### config.mk
export PLATFORM = sky130hd
export DESIGN_NAME = min_max_normalizer_top
export DESIGN_NICKNAME = d
export VERILOG_FILES = /design/src/rtl/mmn_pkg.sv /design/src/rtl/mmn_fifo.sv /design/src/rtl/mmn_front.sv /design/src/rtl/mmn_back.sv /design/src/rtl/min_max_normalizer_top.sv
export SDC_FILE = /design/constraint.sdc
export NUM_CORES = 2
export LEC_CHECK = 0
export BUFFER_PORTS_ARGS = -buffer_cell sky130_fd_sc_hd__buf_2
export CORE_UTILIZATION = 45
export CTS_CLUSTER_DIAMETER = 150
export DETAILED_ROUTE_END_ITERATION = 10
export SYNTH_ARGS = -nofsm -noshare
export SYNTH_HDL_FRONTEND = slang
export SYNTH_HIERARCHICAL = 1
export SYNTH_SLANG_ARGS = --single-unit
### constraint.sdc
create_clock -name clock -period 11 [get_ports clock]
set_input_delay 2.2 -clock clock [delete_from_list [all_inputs] [get_ports clock]]
set_output_delay 2.2 -clock clock [all_outputs]
set_load 0.02 [all_outputs]
### src/rtl/mmn_pkg.sv
`default_nettype none
// ----------------------------------------------------------------------------
// mmn_pkg
// Shared widths, codes and types of the min-max normalizer.
// ----------------------------------------------------------------------------
package mmn_pkg;

   // sample format, signed fixed point
   localparam int SAMPLE_WIDTH = 24;
   localparam int FRAC_BITS    = 16;

   // result and weight are unsigned with one integer bit
   localparam int VALUE_W   = FRAC_BITS + 1;
   localparam int WEIGHT_W  = FRAC_BITS + 1;
   localparam int NUM_W     = SAMPLE_WIDTH + WEIGHT_W;
   localparam int DIV_STEPS = VALUE_W;

   localparam logic [VALUE_W-1:0]  ONE_VALUE    = {1'b1, {FRAC_BITS{1'b0}}};
   localparam logic [WEIGHT_W-1:0] WEIGHT_RESET = {1'b1, {FRAC_BITS{1'b0}}};

   localparam logic signed [SAMPLE_WIDTH-1:0] SAMPLE_MAXV = {1'b0, {(SAMPLE_WIDTH-1){1'b1}}};
   localparam logic signed [SAMPLE_WIDTH-1:0] SAMPLE_MINV = {1'b1, {(SAMPLE_WIDTH-1){1'b0}}};

   // queue between front and back
   localparam int QUEUE_DEPTH = 2;
   localparam int QPTR_W      = (QUEUE_DEPTH > 1) ? $clog2(QUEUE_DEPTH) : 1;
   localparam int QCNT_W      = $clog2(QUEUE_DEPTH + 1);

   // item kinds
   localparam logic [1:0] KIND_CLEAR   = 2'd0;
   localparam logic [1:0] KIND_OBSERVE = 2'd1;
   localparam logic [1:0] KIND_SCALE   = 2'd2;

   // one scale job, classified by the front
   typedef struct packed {
      logic                    degenerate;
      logic                    below;
      logic [SAMPLE_WIDTH-1:0] diff;
      logic [SAMPLE_WIDTH-1:0] range;
   } mmn_entry_type;

   // queue status seen by both sides
   typedef struct packed {
      logic empty;
      logic full;
   } mmn_qstat_type;

   // one result beat
   typedef struct packed {
      logic [VALUE_W-1:0] value;
      logic               clamped;
      logic               degenerate;
   } mmn_result_type;

endpackage
`default_nettype wire

### src/rtl/mmn_fifo.sv
`default_nettype none
// ----------------------------------------------------------------------------
// mmn_fifo
// Short queue of scale jobs between the front and the back.
// ----------------------------------------------------------------------------
module mmn_fifo
   import mmn_pkg::*;
(
   input  wire logic          clock,
   input  wire logic          reset,
   input  wire logic          push,
   input  wire mmn_entry_type push_data,
   input  wire logic          pop,
   output mmn_entry_type      pop_data,
   output mmn_qstat_type      stat
);

   mmn_entry_type           slot_ff [QUEUE_DEPTH];
   logic [QPTR_W-1:0]       wr_ptr_ff, wr_ptr_in;
   logic [QPTR_W-1:0]       rd_ptr_ff, rd_ptr_in;
   logic [QCNT_W-1:0]       cnt_ff, cnt_in;
   logic                    do_push, do_pop;

   // status and guarded handshakes
   always_comb begin
      stat.empty = (cnt_ff == '0);
      stat.full  = (cnt_ff == QCNT_W'(QUEUE_DEPTH));
      do_push    = push && !stat.full;
      do_pop     = pop && !stat.empty;
      pop_data   = slot_ff[rd_ptr_ff];
   end

   // pointer and fill count
   always_comb begin
      wr_ptr_in = wr_ptr_ff;
      rd_ptr_in = rd_ptr_ff;
      cnt_in    = cnt_ff;
      if (do_push) begin
         wr_ptr_in = (wr_ptr_ff == QPTR_W'(QUEUE_DEPTH - 1)) ? '0 : wr_ptr_ff + 1'b1;
      end
      if (do_pop) begin
         rd_ptr_in = (rd_ptr_ff == QPTR_W'(QUEUE_DEPTH - 1)) ? '0 : rd_ptr_ff + 1'b1;
      end
      if (do_push && !do_pop) begin
         cnt_in = cnt_ff + 1'b1;
      end else if (!do_push && do_pop) begin
         cnt_in = cnt_ff - 1'b1;
      end
   end

   always_ff @(posedge clock) begin
      if (reset) begin
         wr_ptr_ff <= '0;
         rd_ptr_ff <= '0;
         cnt_ff    <= '0;
      end else begin
         wr_ptr_ff <= wr_ptr_in;
         rd_ptr_ff <= rd_ptr_in;
         cnt_ff    <= cnt_in;
      end
   end

   // slot storage
   always_ff @(posedge clock) begin
      if (do_push) begin
         slot_ff[wr_ptr_ff] <= push_data;
      end
   end

endmodule
`default_nettype wire

### src/rtl/mmn_front.sv
`default_nettype none
// ----------------------------------------------------------------------------
// mmn_front
// Accepts request beats, keeps the running extremes and classifies scale jobs.
// ----------------------------------------------------------------------------
module mmn_front
   import mmn_pkg::*;
(
   input  wire logic                           clock,
   input  wire logic                           reset,
   input  wire logic                           req_valid,
   output logic                                req_ready,
   input  wire logic [1:0]                     req_kind,
   input  wire logic signed [SAMPLE_WIDTH-1:0] req_sample,
   input  wire mmn_qstat_type                  qstat,
   output logic                                push,
   output mmn_entry_type                       push_data
);

   logic signed [SAMPLE_WIDTH-1:0] run_min_ff, run_min_in;
   logic signed [SAMPLE_WIDTH-1:0] run_max_ff, run_max_in;
   logic                           seen_ff, seen_in;
   logic signed [SAMPLE_WIDTH:0]   diff_w;
   logic signed [SAMPLE_WIDTH:0]   range_w;
   logic                           accept;

   assign req_ready = !qstat.full;
   assign accept    = req_valid && req_ready;

   // classify a scale beat against the current extremes
   always_comb begin
      diff_w  = {req_sample[SAMPLE_WIDTH-1], req_sample}
              - {run_min_ff[SAMPLE_WIDTH-1], run_min_ff};
      range_w = {run_max_ff[SAMPLE_WIDTH-1], run_max_ff}
              - {run_min_ff[SAMPLE_WIDTH-1], run_min_ff};
      push_data.degenerate = !seen_ff || (run_max_ff <= run_min_ff);
      push_data.below      = diff_w[SAMPLE_WIDTH];
      push_data.diff       = diff_w[SAMPLE_WIDTH-1:0];
      push_data.range      = range_w[SAMPLE_WIDTH-1:0];
      push                 = accept && (req_kind == KIND_SCALE);
   end

   // extremes update
   always_comb begin
      run_min_in = run_min_ff;
      run_max_in = run_max_ff;
      seen_in    = seen_ff;
      if (accept) begin
         unique case (req_kind)
            KIND_CLEAR: begin
               run_min_in = SAMPLE_MAXV;
               run_max_in = SAMPLE_MINV;
               seen_in    = 1'b0;
            end
            KIND_OBSERVE: begin
               if (!seen_ff || (req_sample < run_min_ff)) begin
                  run_min_in = req_sample;
               end
               if (!seen_ff || (req_sample > run_max_ff)) begin
                  run_max_in = req_sample;
               end
               seen_in = 1'b1;
            end
            default: begin
            end
         endcase
      end
   end

   always_ff @(posedge clock) begin
      if (reset) begin
         run_min_ff <= SAMPLE_MAXV;
         run_max_ff <= SAMPLE_MINV;
         seen_ff    <= 1'b0;
      end else begin
         run_min_ff <= run_min_in;
         run_max_ff <= run_max_in;
         seen_ff    <= seen_in;
      end
   end

endmodule
`default_nettype wire

### src/rtl/mmn_back.sv
`default_nettype none
// ----------------------------------------------------------------------------
// mmn_back
// Scales queued jobs: one multiply, a range check, a serial restoring divide.
// ----------------------------------------------------------------------------
module mmn_back
   import mmn_pkg::*;
(
   input  wire logic                clock,
   input  wire logic                reset,
   input  wire logic                csr_wen,
   input  wire logic [WEIGHT_W-1:0] csr_wdata,
   input  wire mmn_qstat_type       qstat,
   input  wire mmn_entry_type       pop_data,
   output logic                     pop,
   output logic                     rsp_valid,
   input  wire logic                rsp_ready,
   output logic [VALUE_W-1:0]       rsp_value,
   output logic                     rsp_clamped,
   output logic                     rsp_degenerate
);

   localparam logic [2:0] ST_IDLE = 3'd0;
   localparam logic [2:0] ST_MUL  = 3'd1;
   localparam logic [2:0] ST_CHK  = 3'd2;
   localparam logic [2:0] ST_DIV  = 3'd3;
   localparam logic [2:0] ST_FIN  = 3'd4;

   localparam int CNT_W = $clog2(DIV_STEPS);

   logic [2:0]              state_ff, state_in;
   logic [WEIGHT_W-1:0]     weight_ff, weight_in;
   mmn_entry_type           ent_ff, ent_in;
   logic [NUM_W-1:0]        num_ff, num_in;
   logic [SAMPLE_WIDTH-1:0] rem_ff, rem_in;
   logic [DIV_STEPS-1:0]    nlo_ff, nlo_in;
   logic [VALUE_W-1:0]      quo_ff, quo_in;
   logic [CNT_W-1:0]        cnt_ff, cnt_in;
   mmn_result_type          res_ff, res_in;
   mmn_result_type          out_ff, out_in;
   logic                    rsp_valid_ff, rsp_valid_in;
   logic [SAMPLE_WIDTH:0]   trial;
   logic [SAMPLE_WIDTH:0]   trial_sub;
   logic                    trial_ge;
   logic                    load_out;

   // weight register
   assign weight_in = csr_wen ? csr_wdata : weight_ff;

   // one restoring divide step
   always_comb begin
      trial     = {rem_ff, nlo_ff[DIV_STEPS-1]};
      trial_ge  = (trial >= {1'b0, ent_ff.range});
      trial_sub = trial - {1'b0, ent_ff.range};
   end

   // sequencer
   always_comb begin
      state_in = state_ff;
      ent_in   = ent_ff;
      num_in   = num_ff;
      rem_in   = rem_ff;
      nlo_in   = nlo_ff;
      quo_in   = quo_ff;
      cnt_in   = cnt_ff;
      res_in   = res_ff;
      pop      = 1'b0;
      load_out = 1'b0;
      unique case (state_ff)
         ST_IDLE: begin
            if (!qstat.empty) begin
               pop    = 1'b1;
               ent_in = pop_data;
               res_in = '0;
               if (pop_data.degenerate) begin
                  res_in.degenerate = 1'b1;
                  state_in          = ST_FIN;
               end else if (pop_data.below) begin
                  res_in.clamped = (weight_ff != '0);
                  state_in       = ST_FIN;
               end else begin
                  state_in = ST_MUL;
               end
            end
         end
         ST_MUL: begin
            num_in   = ent_ff.diff * weight_ff;
            state_in = ST_CHK;
         end
         ST_CHK: begin
            if (num_ff > {1'b0, ent_ff.range, {FRAC_BITS{1'b0}}}) begin
               res_in.value   = ONE_VALUE;
               res_in.clamped = 1'b1;
               state_in       = ST_FIN;
            end else begin
               rem_in   = num_ff[NUM_W-1 -: SAMPLE_WIDTH];
               nlo_in   = num_ff[DIV_STEPS-1:0];
               quo_in   = '0;
               cnt_in   = CNT_W'(DIV_STEPS - 1);
               state_in = ST_DIV;
            end
         end
         ST_DIV: begin
            rem_in = trial_ge ? trial_sub[SAMPLE_WIDTH-1:0] : trial[SAMPLE_WIDTH-1:0];
            nlo_in = {nlo_ff[DIV_STEPS-2:0], 1'b0};
            quo_in = {quo_ff[VALUE_W-2:0], trial_ge};
            cnt_in = cnt_ff - 1'b1;
            if (cnt_ff == '0) begin
               res_in.value = {quo_ff[VALUE_W-2:0], trial_ge};
               state_in     = ST_FIN;
            end
         end
         ST_FIN: begin
            if (!rsp_valid_ff || rsp_ready) begin
               load_out = 1'b1;
               state_in = ST_IDLE;
            end
         end
         default: begin
            state_in = ST_IDLE;
         end
      endcase
   end

   // output register
   always_comb begin
      out_in       = load_out ? res_ff : out_ff;
      rsp_valid_in = load_out ? 1'b1 : (rsp_ready ? 1'b0 : rsp_valid_ff);
   end

   always_ff @(posedge clock) begin
      if (reset) begin
         state_ff     <= ST_IDLE;
         weight_ff    <= WEIGHT_RESET;
         rsp_valid_ff <= 1'b0;
      end else begin
         state_ff     <= state_in;
         weight_ff    <= weight_in;
         rsp_valid_ff <= rsp_valid_in;
      end
   end

   // datapath registers
   always_ff @(posedge clock) begin
      ent_ff <= ent_in;
      num_ff <= num_in;
      rem_ff <= rem_in;
      nlo_ff <= nlo_in;
      quo_ff <= quo_in;
      cnt_ff <= cnt_in;
      res_ff <= res_in;
      out_ff <= out_in;
   end

   assign rsp_valid      = rsp_valid_ff;
   assign rsp_value      = out_ff.value;
   assign rsp_clamped    = out_ff.clamped;
   assign rsp_degenerate = out_ff.degenerate;

endmodule
`default_nettype wire

### src/rtl/min_max_normalizer_top.sv
`default_nettype none
// ----------------------------------------------------------------------------
// min_max_normalizer_top
// Two-pass min-max normalizer for one axis of Q8.16 samples.
// ----------------------------------------------------------------------------
// Clear and observe beats are taken one per cycle unless the queue is full
// and update the running extremes at once; a scale beat is classified
// against the extremes as they stand when it is accepted and waits in a
// two-entry queue for the back end. A scale job whose sample lies in range
// goes through dequeue, multiply by the weight, range check, 17 steps of a
// serial restoring divider and hand-off to the output register; a degenerate
// or below-minimum job goes from dequeue to hand-off. The divider sets the
// sustained rate for scale beats; the request side stalls only when the
// queue is full. Write the weight only while no scale beat is in flight.
// ----------------------------------------------------------------------------
module min_max_normalizer_top
   import mmn_pkg::*;
(
   input  wire logic                           clock,
   input  wire logic                           reset,
   input  wire logic                           req_valid,
   output logic                                req_ready,
   input  wire logic [1:0]                     req_kind,
   input  wire logic signed [SAMPLE_WIDTH-1:0] req_sample,
   output logic                                rsp_valid,
   input  wire logic                           rsp_ready,
   output logic [VALUE_W-1:0]                  rsp_value,
   output logic                                rsp_clamped,
   output logic                                rsp_degenerate,
   input  wire logic                           csr_wen,
   input  wire logic [WEIGHT_W-1:0]            csr_wdata
);

   mmn_qstat_type qstat;
   mmn_entry_type push_data;
   mmn_entry_type pop_data;
   logic          push;
   logic          pop;

   // front end: extremes and classification
   mmn_front u_front (
      .clock      (clock),
      .reset      (reset),
      .req_valid  (req_valid),
      .req_ready  (req_ready),
      .req_kind   (req_kind),
      .req_sample (req_sample),
      .qstat      (qstat),
      .push       (push),
      .push_data  (push_data)
   );

   // job queue
   mmn_fifo u_fifo (
      .clock     (clock),
      .reset     (reset),
      .push      (push),
      .push_data (push_data),
      .pop       (pop),
      .pop_data  (pop_data),
      .stat      (qstat)
   );

   // back end: multiply and divide
   mmn_back u_back (
      .clock          (clock),
      .reset          (reset),
      .csr_wen        (csr_wen),
      .csr_wdata      (csr_wdata),
      .qstat          (qstat),
      .pop_data       (pop_data),
      .pop            (pop),
      .rsp_valid      (rsp_valid),
      .rsp_ready      (rsp_ready),
      .rsp_value      (rsp_value),
      .rsp_clamped    (rsp_clamped),
      .rsp_degenerate (rsp_degenerate)
   );

   // degenerate beats carry a zero value and no clamp
   a_degenerate_zero: assert property (@(posedge clock) disable iff (reset)
      (rsp_valid && rsp_degenerate) |-> (rsp_value == '0 && !rsp_clamped))
      else $error("degenerate beat with nonzero value or clamp");

   // result never exceeds full scale
   a_value_range: assert property (@(posedge clock) disable iff (reset)
      rsp_valid |-> (rsp_value <= ONE_VALUE))
      else $error("result above full scale");

   // front never pushes into a full queue
   a_no_overflow: assert property (@(posedge clock) disable iff (reset)
      qstat.full |-> !push)
      else $error("push into full queue");

   // back never pops an empty queue
   a_no_underflow: assert property (@(posedge clock) disable iff (reset)
      qstat.empty |-> !pop)
      else $error("pop from empty queue");

endmodule
`default_nettype wire
==> results.md <==
- Most common cell after layout, fill and taps aside: inv_1
- CTS clk-pin slew, worst paths: 0.06 ns
- Synth cell types: 84
- Leading cell types in the layout, fill and taps excluded: inv_1, nand2_1, fa_1
- Hold Path Depth: 0
- Nets: 3770
- ANT cells: 0
- Hold endpoint: u_back/rsp_value[12]$_DFFE_PP_
- CTS H-tree lvls: 2
- DP Cell Count: 4039
- YS warnings: 6
- Synth area leader: edfxtp_1
- Worst-path fanout max: 26
- Worst r2r src: u_back/weight_ff[6]$_SDFFE_PP0P_
- Core area: 68830 sq um
- Synth top area share: 27.63%
- Status: completed
- Crit path cell chain: nand2_1, fa_1, inv_1, fa_1, inv_1, fa_1, inv_1, fa_1, fa_1, inv_1, fa_1, inv_1, ha_1, a21oi_1, o21ai_0, a31oi_1, nand4_1, a31oi_1, nor4_1, a311o_1, xor2_1
- Synth top area cells: edfxtp_1, fa_1, ha_1
- Post-synth EDFFs: 289
- Avg Cell Area, Syn: 9.998 sq um
- Drt pass-1 iters: 7
- HPWL after DPL: 59070 microns
- Max cap viols: 0
- Cts repair resizes: 0
- Row count: 96
- P per Cell Area: 226.2 nW/um^2
- Unrepaired setup endpoints after global routing: false
- Post-synthesis sequential area ratio: 32.41%
- Startpoint Class: flop
- Worst hold-check path type: flop to flop
- Slew Viols, Final: 0
- Crit path DAT: 7.66 ns
- Area Growth Syn to Fin: 8.113%
- Delay of the slowest critical-path stage: 1.12 ns
- Cell at the root of the clock tree: clkbuf_16
- Top achievable clock speed: 136.3 MHz
- R2R Path End: u_back/num_ff[38]$_DFFE_PP_
- DRT antenna net count: 0
- Most used cell, CP: fa_1
- Die height: 266.2 microns
- P_leak: 15.46 nW
- Grt total ovfl: 0
- Initial core utilization: 45.64%
- Hold path start: u_back/res_ff[14]$_DFFE_PP_
- GPL Wtd Cong: 0.8820
- WP data required: 11.32 ns
- CP endpoint kind: flop
- Syn nets: 3759
- Initial antenna violation count: 0
- Number of global-route vias before repair: 22950
- Max clock buf depth: 3
- Clock latency on the worst-skew pair: 0.60 ns
- DRC violations left: 0
- Most used flip-flop cell after synthesis: edfxtp_1
- Largest net degree at the start of global routing: 65
- # port buffers: 68
- Cell count after synthesis: 3142
- FILL cells: 6302
- Min Tclk post-route: 7.339 ns
- Drt first-iter violations: 1488
- Worst vdd ir: 0.2559 mV
- CTS buffer count: 43
- CTS tree: yes
- Drt wl/cell: 19.02 microns
- Power consumption: 7.683 mW
- First-pass GRT wire length: 125300 microns
- I/O Pins: 69
- Final setup TNS: 0 ns
- Total wire length: 78310 microns
- Post-route insts no fill: 4117
- CTS sink count: 364
- DIE WIDTH: 266.2 microns
- Max Clock Skew: 0.04303 ns
- Post-layout worst setup margin: 3.661 ns
- Reg2reg setup slack: 3.66 ns
- R2R depth: 21
- #FFs+latches synth: 364
- Final core area utilization: 49.35%
- Slew @ Worst Pin: 1.221 ns
- Crit path buffers/inverters: 5
- DR vias/cell: 5.389
- Layout cells sized above 1: 7.502%
- DP Worst Slack: 3.819 ns
- Asr flop ratio synth: 0%
- Worst path slowest cell: dfxtp_1
- Delay-heaviest family, CP: adder cells
- Slew headroom: 18.46%
- Hold_buf cts: 0
- DIE AREA: 70870 sq um
- GRT Total Usage: 22.60%
- Final period util: 66.72%
- Hold Vio Cnt, Final: 0
- Final setup vio count: 0
- Setup bufs post-CTS: 0
- Critical path type: flop to flop
- Cell Area, Synth: 31410 sq um
- Via count: 22190
[stage by stage]
step / hold slack (ns) / instance area (sq um)
finish: 0.4161 / 33960
global route: 0.4225 / 33960
CTS: 0.4090 / 33960
detailed placement: 0.4054 / 32600
global placement: 0.4072 / 32600
floorplan: 0.4003 / 31410
[synth_stat cells, types with 53 or more instances]
library cell,instances
inv_1,524
nand2_1,370
fa_1,332
edfxtp_1,289
ha_1,237
and2_1,169
nor2_1,152
a21oi_1,143
clkbuf_1,105
o21ai_0,81
dfxtp_1,75
a21o_1,59
xnor2_1,56
nor3_1,53
[cells by family after synthesis]
| kind of cell | share of synthesized area (%) |
|---|---|
| compound gates | 9.209 |
| xor+xnor | 2.314 |
| fa+ha+maj | 30.60 |
| flops | 32.41 |
| mux | 2.720 |
| buf+inv | 7.914 |
| simple gates | 14.84 |
[where the power goes]
| group | switching [mW] | internal, mW | leakage (nW) |
|---|---|---|---|
| Sequential | 0.172 | 1.77 | 3.30 |
| Clock | 0.606 | 0.779 | 0.670 |
| Combinational | 2.62 | 1.74 | 11.5 |
| Total | 3.40 | 4.29 | 15.5 |
[worst max path at each step]
stage	from	end	slack [ns]	depth (start not counted)
6_report	u_back/weight_ff[6]$_SDFFE_PP0P_	u_back/num_ff[38]$_DFFE_PP_	3.66	21
5_1_grt	u_back/weight_ff[8]$_SDFFE_PP0P_	u_back/num_ff[38]$_DFFE_PP_	3.36	19
4_1_cts	u_back/weight_ff[8]$_SDFFE_PP0P_	u_back/num_ff[38]$_DFFE_PP_	3.76	19
3_5_place_dp	u_back/weight_ff[8]$_SDFFE_PP0P_	u_back/num_ff[38]$_DFFE_PP_	3.82	19
3_3_place_gp	u_back/ent_ff[29]$_DFFE_PP_	u_back/num_ff[38]$_DFFE_PP_	3.93	19
2_1_floorplan	u_back/state_ff[0]$_SDFFE_PP0P_	u_fifo/cnt_ff[1]$_SDFFE_PP0P_	3.52	7
[worst register-to-register path: stages (launching register included)]
cell and delay, ns:
dfxtp_1 1.12, nand2_1 0.22, fa_1 0.58, inv_1 0.06, fa_1 0.54, inv_1 0.06
fa_1 0.49, inv_1 0.05, fa_1 0.46, fa_1 0.55, inv_1 0.06, fa_1 0.53
inv_1 0.04, ha_1 0.36, a21oi_1 0.15, o21ai_0 0.14, a31oi_1 0.44, nand4_1 0.27
a31oi_1 0.35, nor4_1 0.10, a311o_1 0.34, xor2_1 0.15
[routing by layer]
| layer | GRT usage, % | vias up | wire [microns] |
|---|---|---|---|
| met5 | 0 | - | 0 |
| met4 | 5.840 | 0 | 1804 |
| met3 | 2.662 | 101 | 3459 |
| met2 | 39.32 | 523 | 39220 |
| met1 | 29.80 | 11210 | 33820 |
| li1 | - | 10350 | - |
[cell type report]
class	count	area, sq um	share of cell area [%]
repair buffers	91	513.0	1.510
multi-input cells	2129	18770	55.27
clock buffers	55	1151	3.389
clock inverters	23	214.0	0.6300
well taps	931	1165	3.430
flip-flops and latches	364	10180	29.98
inverters	524	1967	5.791
[state kept, by name (all words and copies together), names as in the netlist, 17 cells and up, named ones only]
| name | flops |
|---|---|
| u_back/num_ff | 41 |
| u_back/res_ff | 19 |
| u_front/run_min_ff | 24 |
| u_back/weight_ff | 17 |
| u_back/ent_ff | 48 |
| u_fifo/slot_ff | 100 |
| u_front/run_max_ff | 24 |
| u_back/rsp_value | 17 |
| u_back/rem_ff | 24 |
| u_back/nlo_ff | 17 |
Note: power is estimated with default switching activity, not from simulation.
